`config.mk`:
```
export PLATFORM = sky130hd
export DESIGN_NAME = one_wire_bus_master
export DESIGN_NICKNAME = d
export VERILOG_FILES = /design/src/sv/owm_pkg.sv /design/src/sv/one_wire_bus_master.sv /design/src/sv/owm_front.sv /design/src/sv/owm_queue.sv /design/src/sv/owm_back.sv
export SDC_FILE = /design/constraint.sdc
export NUM_CORES = 1
export LEC_CHECK = 0
export BUFFER_PORTS_ARGS = -buffer_cell sky130_fd_sc_hd__buf_2
export CAP_MARGIN = 20
export CORE_AREA = 2 2 178 136
export CTS_CLUSTER_SIZE = 25
export DETAILED_ROUTE_END_ITERATION = 7
export DIE_AREA = 0 0 180 138
export GPL_TIMING_DRIVEN = 0
export SLEW_MARGIN = 20
export SYNTH_ARGS = -nofsm -noshare
export SYNTH_HDL_FRONTEND = slang
export SYNTH_HIERARCHICAL = 1
export SYNTH_SLANG_ARGS = --single-unit
```
`constraint.sdc`:
```
create_clock -name clock -period 11.2 [get_ports clock]
set_input_delay 0.56 -clock clock [delete_from_list [all_inputs] [get_ports clock]]
set_output_delay 0.56 -clock clock [all_outputs]
set_load 0.02 [all_outputs]
```
`src/sv/owm_pkg.sv`:
```
`timescale 1ns / 1ps
`default_nettype none
// ---------------------------------------------------------------------------
// owm_pkg: shared types and constants of the one-wire bus master
// Command kinds, the classified command and the result word, plus the
// register map of the configuration port.
// ---------------------------------------------------------------------------
package owm_pkg;

   localparam int DATA_WIDTH      = 8;
   localparam int REG_WIDTH       = 10;
   localparam int REG_COUNT       = 8;
   localparam int REG_INDEX_WIDTH = 3;
   localparam int REQ_TDATA_WIDTH = 16;
   localparam int REQ_TUSER_WIDTH = 2;
   localparam int RSP_TDATA_WIDTH = 24;
   localparam int RESULT_WIDTH    = 21;

   typedef enum logic [REQ_TUSER_WIDTH-1:0] {
      REQ_TICK  = 2'd0,
      REQ_RESET = 2'd1,
      REQ_WRITE = 2'd2,
      REQ_READ  = 2'd3
   } req_kind_type;

   localparam logic [REG_INDEX_WIDTH-1:0] R_RST_LOW = 3'd0;
   localparam logic [REG_INDEX_WIDTH-1:0] R_PRES    = 3'd1;
   localparam logic [REG_INDEX_WIDTH-1:0] R_TAIL    = 3'd2;
   localparam logic [REG_INDEX_WIDTH-1:0] R_W1      = 3'd3;
   localparam logic [REG_INDEX_WIDTH-1:0] R_W0      = 3'd4;
   localparam logic [REG_INDEX_WIDTH-1:0] R_SLOT    = 3'd5;
   localparam logic [REG_INDEX_WIDTH-1:0] R_RLOW    = 3'd6;
   localparam logic [REG_INDEX_WIDTH-1:0] R_RSAMP   = 3'd7;

   localparam logic [REG_WIDTH-1:0] REG_RESET_VALS [REG_COUNT] = '{
      10'd480, 10'd140, 10'd350, 10'd10, 10'd60, 10'd70, 10'd6, 10'd15
   };

   typedef struct packed {
      logic                  is_tick;
      logic                  is_reset;
      logic                  is_write;
      logic                  is_read;
      logic [DATA_WIDTH-1:0] write_data;
      logic                  bus_level;
   } cmd_type;

   typedef struct packed {
      logic                  rejected;
      logic [DATA_WIDTH-1:0] crc_value;
      logic                  presence;
      logic [DATA_WIDTH-1:0] read_data;
      logic                  done_res;
      logic                  busy_res;
      logic                  bus_drive_low;
   } result_type;

endpackage
`default_nettype wire

```
`src/sv/one_wire_bus_master.sv`:
```
`timescale 1ns / 1ps
`default_nettype none
// ---------------------------------------------------------------------------
// one_wire_bus_master: 1-Wire bus master driven by microsecond ticks
// Request channel (req_): one transaction per tick or command. tuser holds
// the kind (tick, reset pulse, write byte, read byte); tdata holds the byte
// to write and the sampled bus level.
// Response channel (rsp_): exactly one transaction per request, in order,
// carrying the bus drive level for the coming tick, busy, done, the last
// byte read, presence, the running CRC-8 and a rejected flag for a command
// that arrived while busy.
// Configuration port (csr_): eight timing registers written by index, each
// in ticks; write them only while the master is idle.
// A request is written into the queue, then taken by the sequencer into the
// result register, from which its response is presented. Throughput: one
// request per cycle while the response receiver does not stall; the
// sequencer updates its state once per taken command.
// Reset clears the queue, the sequencer and the response valid flag and loads
// the default timings. A stalled response receiver holds the result
// register; the two-entry queue keeps accepting until it is full.
// ---------------------------------------------------------------------------
module one_wire_bus_master #(
   parameter int COUNT_WIDTH = 10
) (
   input  wire logic                                 clock,
   input  wire logic                                 reset,
   input  wire logic                                 req_tvalid,
   output logic                                      req_tready,
   // write_data[7:0], bus_level[8], zero fill
   input  wire logic [owm_pkg::REQ_TDATA_WIDTH-1:0]  req_tdata,
   // req_type[1:0]
   input  wire logic [owm_pkg::REQ_TUSER_WIDTH-1:0]  req_tuser,
   output logic                                      rsp_tvalid,
   input  wire logic                                 rsp_tready,
   // bus_drive_low[0], busy_res[1], done_res[2], read_data[10:3],
   // presence[11], crc_value[19:12], rejected[20], zero fill
   output logic [owm_pkg::RSP_TDATA_WIDTH-1:0]       rsp_tdata,
   input  wire logic                                 csr_wen,
   input  wire logic [owm_pkg::REG_INDEX_WIDTH-1:0]  csr_index,
   input  wire logic [owm_pkg::REG_WIDTH-1:0]        csr_wdata
);
   import owm_pkg::*;

   logic       q_full, q_push, q_pop, q_valid;
   cmd_type    push_cmd, head_cmd;
   result_type result;

   owm_front u_front (
      .req_tvalid (req_tvalid),
      .req_tready (req_tready),
      .req_tdata  (req_tdata),
      .req_tuser  (req_tuser),
      .q_full     (q_full),
      .q_push     (q_push),
      .q_cmd      (push_cmd)
   );

   owm_queue u_queue (
      .clock      (clock),
      .reset      (reset),
      .push       (q_push),
      .push_cmd   (push_cmd),
      .pop        (q_pop),
      .full       (q_full),
      .head_valid (q_valid),
      .head_cmd   (head_cmd)
   );

   owm_back #(
      .COUNT_WIDTH (COUNT_WIDTH)
   ) u_back (
      .clock      (clock),
      .reset      (reset),
      .csr_wen    (csr_wen),
      .csr_index  (csr_index),
      .csr_wdata  (csr_wdata),
      .q_valid    (q_valid),
      .q_cmd      (head_cmd),
      .q_pop      (q_pop),
      .rsp_valid  (rsp_tvalid),
      .rsp_ready  (rsp_tready),
      .rsp_result (result)
   );

   assign rsp_tdata = RSP_TDATA_WIDTH'(result);

endmodule
`default_nettype wire

```
`src/sv/owm_front.sv`:
```
`timescale 1ns / 1ps
`default_nettype none
// ---------------------------------------------------------------------------
// owm_front: request intake
// Accepts request transactions while the queue has room and decodes the
// request kind into a classified command.
// ---------------------------------------------------------------------------
module owm_front (
   input  wire logic                                 req_tvalid,
   output logic                                      req_tready,
   input  wire logic [owm_pkg::REQ_TDATA_WIDTH-1:0]  req_tdata,
   input  wire logic [owm_pkg::REQ_TUSER_WIDTH-1:0]  req_tuser,
   input  wire logic                                 q_full,
   output logic                                      q_push,
   output owm_pkg::cmd_type                          q_cmd
);
   import owm_pkg::*;

   req_kind_type kind;

   assign kind       = req_kind_type'(req_tuser);
   assign req_tready = !q_full;
   assign q_push     = req_tvalid && !q_full;

   always_comb begin
      q_cmd            = '0;
      q_cmd.write_data = req_tdata[DATA_WIDTH-1:0];
      q_cmd.bus_level  = req_tdata[DATA_WIDTH];
      unique case (kind)
         REQ_TICK:  q_cmd.is_tick  = 1'b1;
         REQ_RESET: q_cmd.is_reset = 1'b1;
         REQ_WRITE: q_cmd.is_write = 1'b1;
         REQ_READ:  q_cmd.is_read  = 1'b1;
         default:   q_cmd.is_tick  = 1'b1;
      endcase
   end

endmodule
`default_nettype wire

```
`src/sv/owm_queue.sv`:
```
`timescale 1ns / 1ps
`default_nettype none
// ---------------------------------------------------------------------------
// owm_queue: two-entry command queue
// Decouples request intake from bus sequencing.
// ---------------------------------------------------------------------------
module owm_queue (
   input  wire logic             clock,
   input  wire logic             reset,
   input  wire logic             push,
   input  wire owm_pkg::cmd_type push_cmd,
   input  wire logic             pop,
   output logic                  full,
   output logic                  head_valid,
   output owm_pkg::cmd_type      head_cmd
);
   import owm_pkg::*;

   cmd_type     entry_ff [2];
   logic        wr_ptr_ff, wr_ptr_in;
   logic        rd_ptr_ff, rd_ptr_in;
   logic [1:0]  count_ff, count_in;

   assign full       = (count_ff == 2'd2);
   assign head_valid = (count_ff != 2'd0);
   assign head_cmd   = entry_ff[rd_ptr_ff];

   always_comb begin
      wr_ptr_in = wr_ptr_ff ^ push;
      rd_ptr_in = rd_ptr_ff ^ pop;
      count_in  = count_ff + {1'b0, push} - {1'b0, pop};
   end

   always_ff @(posedge clock) begin
      if (reset) begin
         wr_ptr_ff <= 1'b0;
         rd_ptr_ff <= 1'b0;
         count_ff  <= 2'd0;
      end else begin
         wr_ptr_ff <= wr_ptr_in;
         rd_ptr_ff <= rd_ptr_in;
         count_ff  <= count_in;
      end
   end

   always_ff @(posedge clock) begin
      if (push) begin
         entry_ff[wr_ptr_ff] <= push_cmd;
      end
   end

endmodule
`default_nettype wire

```
`src/sv/owm_back.sv`:
```
`timescale 1ns / 1ps
`default_nettype none
// ---------------------------------------------------------------------------
// owm_back: bus sequencer
// Holds the timing registers, runs reset, write and read slots one command
// transaction per cycle unless the response channel stalls, and registers the result for it.
// ---------------------------------------------------------------------------
module owm_back #(
   parameter int COUNT_WIDTH = 10
) (
   input  wire logic                                  clock,
   input  wire logic                                  reset,
   input  wire logic                                  csr_wen,
   input  wire logic [owm_pkg::REG_INDEX_WIDTH-1:0]   csr_index,
   input  wire logic [owm_pkg::REG_WIDTH-1:0]         csr_wdata,
   input  wire logic                                  q_valid,
   input  wire owm_pkg::cmd_type                      q_cmd,
   output logic                                       q_pop,
   output logic                                       rsp_valid,
   input  wire logic                                  rsp_ready,
   output owm_pkg::result_type                        rsp_result
);
   import owm_pkg::*;

   localparam int CMP_WIDTH = (COUNT_WIDTH > REG_WIDTH) ? COUNT_WIDTH : REG_WIDTH;
   localparam logic [REG_WIDTH-1:0] REG_MASK = REG_WIDTH'((1 << COUNT_WIDTH) - 1);

   typedef enum logic [5:0] {
      PH_IDLE     = 6'b000001,
      PH_RST_LOW  = 6'b000010,
      PH_RST_WAIT = 6'b000100,
      PH_RST_TAIL = 6'b001000,
      PH_WRITE    = 6'b010000,
      PH_READ     = 6'b100000
   } phase_type;

   function automatic logic [DATA_WIDTH-1:0] crc8_byte(input logic [DATA_WIDTH-1:0] crc,
                                                        input logic [DATA_WIDTH-1:0] data);
      logic [DATA_WIDTH-1:0] c;
      c = crc ^ data;
      for (int k = 0; k < DATA_WIDTH; k++) begin
         c = c[0] ? ((c >> 1) ^ 8'h8c) : (c >> 1);
      end
      return c;
   endfunction

   logic [REG_WIDTH-1:0]   cfg_ff [REG_COUNT];
   phase_type              phase_ff, phase_in;
   logic [COUNT_WIDTH-1:0] tick_ff, tick_in, tick_inc;
   logic [2:0]             bit_ff, bit_in;
   logic [DATA_WIDTH-1:0]  shift_ff, shift_in;
   logic [DATA_WIDTH-1:0]  crc_ff, crc_in;
   logic                   pres_ff, pres_in;
   logic [DATA_WIDTH-1:0]  last_ff, last_in;
   logic                   rsp_valid_ff;
   result_type             result_ff, result_in;
   logic                   take;
   logic                   done, rej, drive;
   logic [CMP_WIDTH-1:0]   tick_x, tick_new_x, low_x;
   logic [CMP_WIDTH-1:0]   rst_low_x, pres_x, tail_x, w1_x, w0_x, slot_x, rlow_x, rs_x;
   logic                   slot_end;

   assign rst_low_x = CMP_WIDTH'(cfg_ff[R_RST_LOW] & REG_MASK);
   assign pres_x    = CMP_WIDTH'(cfg_ff[R_PRES]    & REG_MASK);
   assign tail_x    = CMP_WIDTH'(cfg_ff[R_TAIL]    & REG_MASK);
   assign w1_x      = CMP_WIDTH'(cfg_ff[R_W1]      & REG_MASK);
   assign w0_x      = CMP_WIDTH'(cfg_ff[R_W0]      & REG_MASK);
   assign slot_x    = CMP_WIDTH'(cfg_ff[R_SLOT]    & REG_MASK);
   assign rlow_x    = CMP_WIDTH'(cfg_ff[R_RLOW]    & REG_MASK);
   assign rs_x      = ((cfg_ff[R_RSAMP] & REG_MASK) == '0) ? CMP_WIDTH'(1)
                                                            : CMP_WIDTH'(cfg_ff[R_RSAMP] & REG_MASK);

   assign take       = q_valid && (!rsp_valid_ff || rsp_ready);
   assign q_pop      = take;
   assign rsp_valid  = rsp_valid_ff;
   assign rsp_result = result_ff;

   assign tick_inc = tick_ff + COUNT_WIDTH'(1);
   assign tick_x   = CMP_WIDTH'(tick_inc);
   assign slot_end = (tick_x >= slot_x);

   always_comb begin
      phase_in = phase_ff;
      tick_in  = tick_ff;
      bit_in   = bit_ff;
      shift_in = shift_ff;
      crc_in   = crc_ff;
      pres_in  = pres_ff;
      last_in  = last_ff;
      done     = 1'b0;
      rej      = 1'b0;
      if (q_cmd.is_tick) begin
         if (phase_ff != PH_IDLE) begin
            tick_in = tick_inc;
         end
         unique case (phase_ff)
            PH_IDLE: ;
            PH_RST_LOW: begin
               if (tick_x >= rst_low_x) begin
                  phase_in = PH_RST_WAIT;
                  tick_in  = '0;
               end
            end
            PH_RST_WAIT: begin
               if (tick_x >= pres_x) begin
                  pres_in = !q_cmd.bus_level;
                  tick_in = '0;
                  if (tail_x == '0) begin
                     phase_in = PH_IDLE;
                     done     = 1'b1;
                  end else begin
                     phase_in = PH_RST_TAIL;
                  end
               end
            end
            PH_RST_TAIL: begin
               if (tick_x >= tail_x) begin
                  phase_in = PH_IDLE;
                  tick_in  = '0;
                  done     = 1'b1;
               end
            end
            PH_WRITE: begin
               if (slot_end) begin
                  shift_in = shift_ff >> 1;
                  tick_in  = '0;
                  bit_in   = bit_ff + 3'd1;
                  if (bit_ff == 3'd7) begin
                     phase_in = PH_IDLE;
                     done     = 1'b1;
                  end
               end
            end
            PH_READ: begin
               if ((tick_x == rs_x) || (slot_end && (tick_x < rs_x))) begin
                  shift_in = {q_cmd.bus_level, shift_ff[DATA_WIDTH-1:1]};
               end
               if (slot_end) begin
                  tick_in = '0;
                  bit_in  = bit_ff + 3'd1;
                  if (bit_ff == 3'd7) begin
                     last_in  = shift_in;
                     crc_in   = crc8_byte(crc_ff, shift_in);
                     phase_in = PH_IDLE;
                     done     = 1'b1;
                  end
               end
            end
            default: phase_in = PH_IDLE;
         endcase
      end else if (phase_ff != PH_IDLE) begin
         rej = 1'b1;
      end else begin
         tick_in = '0;
         bit_in  = '0;
         if (q_cmd.is_reset) begin
            crc_in   = '0;
            pres_in  = 1'b0;
            phase_in = PH_RST_LOW;
         end else if (q_cmd.is_write) begin
            shift_in = q_cmd.write_data;
            phase_in = PH_WRITE;
         end else begin
            shift_in = '0;
            phase_in = PH_READ;
         end
      end
   end

   assign tick_new_x = CMP_WIDTH'(tick_in);
   assign low_x      = shift_in[0] ? w1_x : w0_x;

   always_comb begin
      unique case (phase_in)
         PH_RST_LOW: drive = 1'b1;
         PH_WRITE:   drive = (tick_new_x < low_x);
         PH_READ:    drive = (tick_new_x < rlow_x);
         default:    drive = 1'b0;
      endcase
   end

   always_comb begin
      result_in.bus_drive_low = drive;
      result_in.busy_res      = (phase_in != PH_IDLE);
      result_in.done_res      = done;
      result_in.read_data     = last_in;
      result_in.presence      = pres_in;
      result_in.crc_value     = crc_in;
      result_in.rejected      = rej;
   end

   always_ff @(posedge clock) begin
      if (reset) begin
         for (int i = 0; i < REG_COUNT; i++) begin
            cfg_ff[i] <= REG_RESET_VALS[i];
         end
      end else if (csr_wen) begin
         cfg_ff[csr_index] <= csr_wdata;
      end
   end

   always_ff @(posedge clock) begin
      if (reset) begin
         phase_ff     <= PH_IDLE;
         tick_ff      <= '0;
         bit_ff       <= '0;
         shift_ff     <= '0;
         crc_ff       <= '0;
         pres_ff      <= 1'b0;
         last_ff      <= '0;
         rsp_valid_ff <= 1'b0;
      end else begin
         if (take) begin
            phase_ff <= phase_in;
            tick_ff  <= tick_in;
            bit_ff   <= bit_in;
            shift_ff <= shift_in;
            crc_ff   <= crc_in;
            pres_ff  <= pres_in;
            last_ff  <= last_in;
         end
         if (take) begin
            rsp_valid_ff <= 1'b1;
         end else if (rsp_ready) begin
            rsp_valid_ff <= 1'b0;
         end
      end
   end

   always_ff @(posedge clock) begin
      if (take) begin
         result_ff <= result_in;
      end
   end

endmodule
`default_nettype wire

```
Yosys cells after proc, flatten, opt, wreduce, memory -nomap -nowiden
Memory sizes are Yosys's and may differ from the RTL's. A register that Yosys moved wholly into a read port is not among the register bits.
Cells that the tools add are included.
Widths: inputs -> output; s select.
{ "word_totals": {"mem_bits_rw": 106, "memories": 2, "input_bits": 36, "register_bits": 70, "elab_cells": 165, "output_inout_bits": 26} }
{ "classes": {"eq_ne": 23, "mux": 82, "bitwise_logic": 11, "n_lt_le_gt_ge": 7, "reduce_logical": 17, "addsub": 4} }
{ "memory_table": {"columns": ["memory", "words", "width", "read_ports", "rd_clocked_by_memory_dff", "write_ports", "line_no", "rtl"], "rows": [
  ["u_back.cfg_ff", 8, 10, 8, 0, 8, "owm_back.sv:47", "logic [REG_WIDTH-1:0] cfg_ff [REG_COUNT];"],
  ["u_queue.entry_ff", 2, 13, 1, 1, 1, "owm_queue.sv:19", "cmd_type entry_ff [2];"]
]} }
{ "op_table": {"columns": ["op", "n"], "rows": [
  ["$mux 8", 26],
  ["$mux 10", 10],
  ["$mux 6", 9],
  ["$ge 10x10->1", 4],
  ["$pmux 10 s4", 1],
  ["$lt 10x10->1", 3],
  ["$pmux 6 s5", 1],
  ["$mux 1", 26],
  ["$not 2->3", 8],
  ["$logic_not 10->1", 2],
  ["$pmux 8 s2", 1],
  ["$mux 3", 5],
  ["$eq 6x2->1 const B", 2],
  ["$eq 6x5->1 const B", 2],
  ["$eq 6x6->1 const B", 2],
  ["$ne 6x1->1 const B", 2],
  ["$add 10x1->10 const B", 1],
  ["$eq 10x10->1", 1],
  ["$reduce_or 10->1", 1],
  ["$xor 8x8->8", 1],
  ["$eq 2x2->1 const B", 3],
  ["$eq 6x1->1 const B", 1],
  ["$eq 6x3->1 const B", 1],
  ["$eq 6x4->1 const B", 1],
  ["20 further kinds", 30]
]} }

Logic depth before layout (Yosys ltp)
An unclocked memory read counts as a cell.
{ "logic_depth": {"ltp_word": 30, "ltp_mapped": 30, "depth_no_buf": 26} }

Modules after synthesis
The synthesis kept the hierarchy.
{ "by_module_without_submodules": {"columns": ["module", "area_each_um2", "instances", "cells_each"], "rows": [
  ["owm_back", 9018.6, 1, 938],
  ["owm_queue", 1141.1, 1, 59],
  ["owm_front", 103.8, 1, 15],
  ["one_wire_bus_master", 26.3, 1, 4]
]} }

Worst setup path before layout
OpenSTA, ideal clock, no wires.
{ "synth_timing": {"path_kind": "reg-to-reg", "startpoint": "reg u_back.tick_ff[2]", "endpoint": "reg u_back.result_ff, in the netlist u_back/rsp_result[0], data pin", "t_required_ns": 11.054, "arrival_ns": 5.682, "setup_slack_ns": 5.371, "path_stages_with_launch": 29, "path_buffers": 3, "path_cell_list": "dfxtp_1 -> clkbuf_1 -> and3_1 -> and3_1 -> nand3_1 -> nor2_1 -> xor2_1 -> ha_1 -> nand4_1 -> nor3_1 -> or4_1 -> buf_2 -> nor2_1 -> nor3_1 -> a31oi_1 -> clkbuf_1 -> a21oi_1 -> a21oi_1 -> ha_1 -> a21o_1 -> a21o_1 -> a21oi_1 -> nor2b_1 -> o21ai_0 -> a21oi_1 -> or4b_1 -> o221ai_1 -> o2111ai_1 -> a21oi_1"} }
{ "synth_via": {"word_cells_on_any_way": 36, "cone_classes": "add/sub: 1; order compare: 7; eq/ne: 4; mux: 22; reduce/logical: 2"} }
{ "synth_rtl": {"columns": ["item", "line_no", "rtl"], "rows": [
  ["from (decl)", "owm_back.sv:49", "logic [COUNT_WIDTH-1:0] tick_ff, tick_in, tick_inc;"],
  ["from (signal assigned)", "owm_back.sv:215", "tick_ff <= tick_in;"],
  ["$add 10x1->10 *", "owm_back.sv:78", "assign tick_inc = tick_ff + COUNT_WIDTH'(1);"],
  ["$ge 10x10->1, or another cell as far along", "owm_back.sv:80", "assign slot_end = (tick_x >= slot_x);"],
  ["$mux 10 (on tied branches)", null, null],
  ["$pmux 10 s4 *", "owm_back.sv:96", "unique case (phase_ff)"],
  ["$mux 10 *", "owm_back.sv:92", "if (q_cmd.is_tick) begin"],
  ["via u_back.tick_in[3]", "owm_back.sv:49", null],
  ["$lt 10x10->1 (on tied branches)", "owm_back.sv:177, owm_back.sv:176", null],
  ["$pmux 1 s3 *", "owm_back.sv:174", "unique case (phase_in)"],
  ["via u_back.drive", "owm_back.sv:58", "logic done, rej, drive;"],
  ["to (signal assigned)", "owm_back.sv:232", "result_ff <= result_in;"],
  ["to (decl)", "owm_back.sv:56", "result_type result_ff, result_in;"]
]} }
Mark *: on every way through the listed nets, which the timed path passes. The rest lies on a longest branch. The select of a mux whose other input is x is not followed.
A chain may end at the register's enable or synchronous reset.

Worst setup path after layout
{ "layout_timing": {"startpoint": "reg u_back.tick_ff[0]", "endpoint": "reg u_back.result_ff, in the netlist u_back/rsp_result[0], data pin"} }
{ "layout_via": {"elab_chain_len": 12, "word_cells_on_any_way": 36, "cone_classes": "add/sub: 1; order compare: 7; eq/ne: 4; mux: 22; reduce/logical: 2"} }
{ "layout_rtl": {"columns": ["item", "line_no", "rtl"], "rows": [
  ["$add 10x1->10", "owm_back.sv:78", null],
  ["$ge 10x10->1 / $lt 10x10->1 (equally long branches)", "owm_back.sv:80, owm_back.sv:135", null],
  ["$logic_and 1x1->1", "owm_back.sv:135", "if ((tick_x == rs_x) || (slot_end && (tick_x < rs_x))) begin"],
  ["$logic_or 1x1->1", "owm_back.sv:135", null],
  ["$mux 8", "owm_back.sv:135", null],
  ["$mux 8", "owm_back.sv:96", null],
  ["$mux 8", "owm_back.sv:92", null],
  ["$pmux 8 s2", "owm_back.sv:96", null],
  ["$mux 8", "owm_back.sv:92", null],
  ["$mux 10", "owm_back.sv:171", "assign low_x = shift_in[0] ? w1_x : w0_x;"],
  ["$lt 10x10->1", "owm_back.sv:176", "PH_WRITE: drive = (tick_new_x < low_x);"],
  ["$pmux 1 s3 *", "owm_back.sv:174", null],
  ["via u_back.drive", "owm_back.sv:58", null]
]} }
Marked as above.

==> flow_metrics.env <==
export IMPL_status="finished, final reports clean"
export IMPL_maxCapViolations=0
export IMPL_firstDrtPassIters=5
export IMPL_whs_path_depth=1
export IMPL_tritoncts="done"
export IMPL_nets=1190
export IMPL_slowest_stage="xor2_1"
export IMPL_clk_latency_ns=0.43
export IMPL_fmax_mhz=121
export IMPL_reg2reg_depth=29
export IMPL_clock_sinks=174
export IMPL_initial_core_util_pct=43.7
export IMPL_hp_start="req_tdata[8]"
export IMPL_setup_violations=0
export IMPL_grt_util_all_layers_pct=21.6
export IMPL_via_per_inst=5.57
export IMPL_rr_endpoint="u_back/rsp_result[0]$_DFFE_PP_"
export IMPL_crit_fanout=10
export IMPL_worst_r2r_setup_slack_ns=2.93
export IMPL_rsz0062_at_grt="no"
export IMPL_die_y_um=138
export IMPL_io_pins=62
export IMPL_drt_total_wl_um=26500
export IMPL_coreArea_um2=23400
export IMPL_hp_class="input pin to flop"
export IMPL_post_place_ws_ns=3.08
export IMPL_ys_warn_count=6
export IMPL_cp_depth=29
export IMPL_diodes=0
export IMPL_dr_total_vias=7778
export IMPL_crit_family="compound AO/OA/AOI/OAI gates"
export IMPL_grt_remaining_overflow=0
export IMPL_drv_slew=0
export IMPL_clkTransAtPathRegs_ns=0.07
export IMPL_syn_area_um2=10200
export IMPL_final_period_utilization_pct=73.9
export IMPL_worst_ir_drop_vdd_mv=0.0834
export IMPL_clock_path_buffers=2
export IMPL_rows=49
export IMPL_synth_cells=1012
export IMPL_drive_above_1_share_pct=12.1
export IMPL_cts_root_buf="clkbuf_16"
export IMPL_area_growth_syn_to_layout_pct=12.0
export IMPL_place_congestion=0.892
export IMPL_ctsHoldBuffers=0
export IMPL_worstPathRequired_ns=11.39
export IMPL_grt_max_degree=19
export IMPL_syn_avg_cell_area_um2=10.1
export IMPL_first_global_vias=7021
export IMPL_wire_per_inst_um=19.0
export IMPL_post_route_min_period_ns=8.27
export IMPL_cts_buffers=17
export IMPL_tns_ns=0
export IMPL_final_antenna_net_count=0
export IMPL_htreeDepth=4
export IMPL_max_slew_worst_pin_slew_ns=0.980
export IMPL_drt_iter0_markers=861
export IMPL_r2r_start="u_back/tick_ff[0]$_SDFFE_PP0P_"
export IMPL_arrival_ns=8.47
export IMPL_die_w_um=180
export IMPL_antenna_found_initial=1
export IMPL_setup_ws_ns=2.93
export IMPL_startpoint_type="flop"
export IMPL_critical_path_class="flop to flop"
export IMPL_drcViolationCount=0
export IMPL_crit_path_end_kind="flop"
export IMPL_cts_setup_buffers=0
export IMPL_finalNonFillerCells=1397
export IMPL_hold_viol_final=0
export IMPL_cellPowerDensity_nw_per_um2=196
export IMPL_crit_buf_inv=3
export IMPL_fin_skew_ns=0.0107
export IMPL_post_cts_resized=0
export IMPL_p_leak_uw=0.00473
export IMPL_die_area_um2=24800
export IMPL_maxSlewHeadroom_pct=34.5
export IMPL_grt_first_pass_wirelength_um=41200
export IMPL_dp_hpwl_um=19500
export IMPL_place_inst=1365
export IMPL_whs_endpoint="u_queue/entry_ff[1][0]$_DFFE_PP_"
export IMPL_cp_slowest_stage_delay_ns=0.78
export IMPL_cpMostUsedCell="a21oi_1"
export IMPL_io_buffers=42
-- stage by stage --
stage,cell area (µm²),hold slack [ns],total power (µW),utilization (%)
floorplan,10200,0.433,1410,-
global placement,10800,0.441,1640,46.3
finish,11400,0.311,2250,49.0
CTS,11400,0.294,2250,49.0
global route,11400,0.283,2370,49.0
detailed placement,10900,0.449,1660,46.5
-- sequential cells by signal, indices dropped and copies added (netlist names) --
signal and flops:
u_back/cfg_ff 80, u_queue/entry_ff 24, u_back/rsp_result 21, u_back/tick_ff 10, u_back/crc_ff 8, u_back/last_ff 8
u_back/shift_ff 8, u_back/phase_ff 6, u_back/bit_ff 3, u_queue/count_ff 2, u_back/pres_ff 1, u_back/rsp_valid 1
u_queue/rd_ptr_ff 1, u_queue/wr_ptr_ff 1
-- cell usage in the layout (no fill, tap or decap), drive strengths merged, types with 11 or more instances in the layout --
| master | n |
|---|---|
| edfxtp | 125 |
| ha | 76 |
| nand2 | 75 |
| inv | 73 |
| nor2 | 70 |
| buf | 69 |
| and2 | 58 |
| a21oi | 53 |
| clkbuf | 51 |
| dfxtp | 49 |
| o21ai | 45 |
| nand3 | 34 |
| nor2b | 26 |
| or3 | 23 |
| mux2i | 21 |
| nand2b | 20 |
| nor3 | 17 |
| a21o | 17 |
| nand4b | 16 |
| a22oi | 15 |
| mux2 | 13 |
| xor2 | 11 |
-- final cells by class --
cell class / instances / area [µm²]
timing repair buffer: 45 / 253
fill: 2134 / 11900
buffer: 58 / 294
clock inverter: 15 / 158
tap: 306 / 383
multi-input combinational: 715 / 4940
clock buffer: 17 / 425
inverter: 67 / 251
sequential: 174 / 4730
-- worst max-delay path by stage --
stage                                   startpoint                             end  slack [ns]
floorplan           u_back/tick_ff[2]$_SDFFE_PP0P_  u_back/rsp_result[0]$_DFFE_PP_        5.37
global placement    u_back/tick_ff[0]$_SDFFE_PP0P_  u_back/rsp_result[0]$_DFFE_PP_        3.02
detailed placement  u_back/tick_ff[0]$_SDFFE_PP0P_  u_back/rsp_result[0]$_DFFE_PP_        3.08
CTS                 u_back/tick_ff[0]$_SDFFE_PP0P_  u_back/rsp_result[0]$_DFFE_PP_        3.08
global route        u_back/tick_ff[0]$_SDFFE_PP0P_  u_back/rsp_result[0]$_DFFE_PP_        2.32
finish              u_back/tick_ff[0]$_SDFFE_PP0P_  u_back/rsp_result[0]$_DFFE_PP_        2.93
-- power by group --
part           switching, µW  internal, µW  leakage, µW
Clock                    271           315     0.000283
Combinational            540           291      0.00284
Sequential              41.0           790      0.00161
-- per-layer routing --
layer	global-route usage [%]	part of all wire (%)
met1	34.1	51
met2	29.5	41
met3	4.74	6.9
met4	5.35	1.2
met5	0	0
Power figures use the tool's default switching activity.
